[src/rtl/scc_alu.sv]
// Shared add and compare unit used by every sum and relaxation step.
`default_nettype none

module scc_alu #(
    parameter int AW = 41
) (
    input  wire logic signed [AW-1:0] i_a,
    input  wire logic signed [AW-1:0] i_b,
    input  wire logic signed [AW-1:0] i_c,
    output logic signed [AW-1:0]      o_sum,
    output logic                      o_gt
);

    assign o_sum = i_a + i_b;
    // true when the sum beats the compare operand
    assign o_gt  = (o_sum > i_c);

endmodule

`default_nettype wire

[config.mk]
export PLATFORM = sky130hd
export DESIGN_NAME = scc_alu
export DESIGN_NICKNAME = d
export VERILOG_FILES = /design/src/rtl/scc_alu.sv
export SDC_FILE = /design/constraint.sdc
export NUM_CORES = 1
export LEC_CHECK = 0
export BUFFER_PORTS_ARGS = -buffer_cell sky130_fd_sc_hd__buf_2
export CAP_MARGIN = 20
export CORE_UTILIZATION = 47
export DETAILED_ROUTE_END_ITERATION = 8
export GPL_TIMING_DRIVEN = 1
export PLACE_DENSITY = 0.82
export SYNTH_ARGS = -nofsm -noshare
export SYNTH_HDL_FRONTEND = slang
export SYNTH_SLANG_ARGS = --single-unit
[constraint.sdc]
create_clock -name vclk -period 4.92
set_clock_uncertainty 0.15 [all_clocks]
set_input_delay 0.246 -clock vclk [all_inputs]
set_output_delay 0.246 -clock vclk [all_outputs]
set_load 0.02 [all_outputs]
==> impl_metrics.csv <==
group,metric,value,unit
timing,fin_crit_sh,0.968,
worst_setup_path,critical_path_arrival,4370,ps
hold_path,number_of_cells_on_the_worst_hold_path,3,
place,dpl_cell_area,0.00424,sq mm
worst_setup_path,path_max_fanout,3,
timing,max_freq,210,MHz
power_and_ir_drop,power.switching,0.482,mW
die,design.core.area,0.00679,sq mm
timing,finalMaxSlewViolations,0,
timing,report.final.hold_viol_count,0,
drt,postRouteAntennaNets,0,
synthesis,warning_count_from_the_yosys_run,0,
hold_path,worstHoldEndpoint,"o_sum[0]",
hold_path,hp-class,"in2out",
layout,antenna_cells_inserted,0,
global_routing,grt_start_max_net_pins,11,
die,die-height,86.0,microns
die,start_util,0.488,
drt,routed_wire_length_per_instance,15.1,microns
layout,area_growth_syn_to_layout,30.5,%
synthesis,synthesis.instances,457,
drt,post-route-drc-count,0,
global_routing,track_usage,0.273,
synthesis,netlist_top_cells_area,"ha_1 (31%), a21o_1 (10%), xnor2_1 (6.6%)",
worst_setup_path,startpoint_type,"primary input",
place,place.gp.congestion,0.934,
layout,numSequentialCells,0,
die,x_dimension_of_the_die,86.0,microns
drt,routed_wirelength,10700,microns
power_and_ir_drop,p_leak,2.49,nW
layout,post-route-util,0.637,
power_and_ir_drop,power_frac_comb,1.000,
drt,via_per_inst,5.69,
synthesis,synth.cell_area,0.00332,sq mm
layout,number_of_clock_buffers_in_the_layout,0,
synthesis,yosys.area.top_type_share,0.306,
timing,worst_slew_margin_relative_to_its_limit,0.711,
layout,final_layout_size_suffix_gt1_frac,0.315,
place,numPlacedInstances,709,
layout,seqCellArea,0,sq um
place,place.detailed.hpwl,9290,microns
hold_path,min-delay-start,"i_b[0]",
worst_setup_path,crit_type,"in2out",
power_and_ir_drop,power_density,188,mW/mm^2
power_and_ir_drop,power,0.816,mW
power_and_ir_drop,power.share.sequential,0,
global_routing,grt_remaining_overflow,0,
place,port_buffers,165,
synthesis,synth.lib_cells_used.distinct,49,
worst_setup_path,crit_end_category,"output port",
power_and_ir_drop,power.share.clock,0,
global_routing,grt_first_pass_wirelength,16900,microns
drt,detail_route.first_pass.iterations,5,
timing,fin_worst_hold_slack,726,ps
timing,tightest_slew,429,ps
synthesis,seq_area_frac_synth,0,
timing,setup_viol,0,
synthesis,synth_nets,662,
die,pin_count,165,
layout,layoutNonFillerInstCount,711,
synthesis,syn_area_per_cell,7.26,sq um
timing,final.min_clock_period,4760,ps
power_and_ir_drop,p_int,0.333,mW
worst_setup_path,cp.required,4520,ps
drt,vias,4049,
layout,layout.nets,822,
status,run_status,"finished clean",
power_and_ir_drop,swShare,0.591,
synthesis,yosysTopAreaCell,"ha_1",
job,maxCapViolations,0,
clock_tree,postCtsHoldBufs,0,
die,die_area,0.00740,sq mm
layout,mostFrequentLayoutCell,"buf_2",
drt,initialDrtViolationCount,113,
die,num_rows,30,
power_and_ir_drop,power.ir.vdd_worst,0.0000958,V
layout,final_cell_mix,"buf_2 (165), ha_1 (80), inv_1 (50), a21o_1 (45), a21oi_1 (37)",
global_routing,via_count_of_the_first_global_routing_pass,3784,
global_routing,antenna_found_initial,0,
layout,final_cell_area,0.00433,sq mm
-- metrics by stage --
stage	worst slack [ps]	TNS [ps]
after floorplan	339	0
after global placement	145	0
after detailed placement	-26.5	-26.5
after CTS	32.4	0
after global routing	-84.7	-84.7
final	156	0
-- worst max-delay path, stage by stage --
cell,delay (ps)
buf_2,100
ha_1,220
fa_2,380
a211o_1,290
a211o_1,320
a21oi_2,160
o21ai_1,110
o21a_1,230
a41o_1,260
a21oi_2,200
xnor2_2,150
ha_1,280
a21o_1,170
a21o_1,170
a21oi_1,150
o21ai_1,110
a2111oi_2,320
o221ai_1,180
o211a_1,160
buf_2,160
-- power by group through the flow --
stage / clock network [mW] / logic [mW] / registers, mW
2_1_floorplan: 0 / 0.531 / 0
6_report: 0 / 0.816 / 0
3_5_place_dp: 0 / 0.779 / 0
3_3_place_gp: 0 / 0.762 / 0
5_1_grt: 0 / 0.893 / 0
4_1_cts: 0 / 0.784 / 0
-- layer usage --
| layer | vias to the layer above | track usage | part of all wire |
|---|---|---|---|
| li1 | 2014 | - | - |
| met1 | 1829 | 0.354 | 0.44 |
| met2 | 189 | 0.497 | 0.48 |
| met3 | 17 | 0.0192 | 0.061 |
| met4 | 0 | 0.0424 | 0.019 |
| met5 | - | 0 | 0 |
-- cell families after synthesis --
logic type | after synthesis | synth area share
AO/OA/AOI/OAI | 171 | 0.360
XOR/XNOR | 39 | 0.103
adder cells (fa/ha/maj) | 82 | 0.312
buffers and inverters | 65 | 0.0758
AND/OR/NAND/NOR | 100 | 0.150
-- layout make-up --
type,count,area (sq um)
well taps,96,120
repair buffers,173,886
multi-input cells,392,3130
fillers,635,2470
inverters,50,188
-- timing repair --
action                                  4_1_cts  5_1_grt
setup buffers                                 0        2
pin swaps                                     1        3
endpoints found under the setup margin        1        1
gates resized for setup                       1       14
-- synthesized netlist by cell type, types with 2 or more instances --
cell / n
ha_1: 81
inv_1: 50
a21o_1: 45
a21oi_1: 39
nand2_1: 26
nor2_1: 25
xnor2_1: 25
o21ai_0: 19
nand4_1: 17
xor2_1: 14
clkbuf_1: 9
nand3_1: 9
a31oi_1: 8
o21bai_1: 8
o21a_1: 7
a211oi_1: 5
buf_2: 5
nor2b_1: 5
a21oi_2: 4
and4_1: 4
nor3_1: 4
a2111oi_0: 3
nand2b_1: 3
o2111ai_1: 3
o211ai_1: 3
o21ai_1: 3
o31a_1: 3
a211o_1: 2
a311oi_1: 2
a31o_2: 2
a41oi_1: 2
and3_1: 2
o211a_1: 2
o221ai_1: 2
or3b_1: 2
-- worst max path at each step --
stage	startpoint	end	depth (start not counted)
2_1_floorplan	i_a[0]	o_gt	18
3_3_place_gp	i_a[0]	o_gt	20
3_5_place_dp	i_a[0]	o_gt	20
4_1_cts	i_a[0]	o_gt	20
5_1_grt	i_a[0]	o_gt	20
6_report	i_a[0]	o_gt	20
Note: power is estimated with default switching activity, not from simulation.
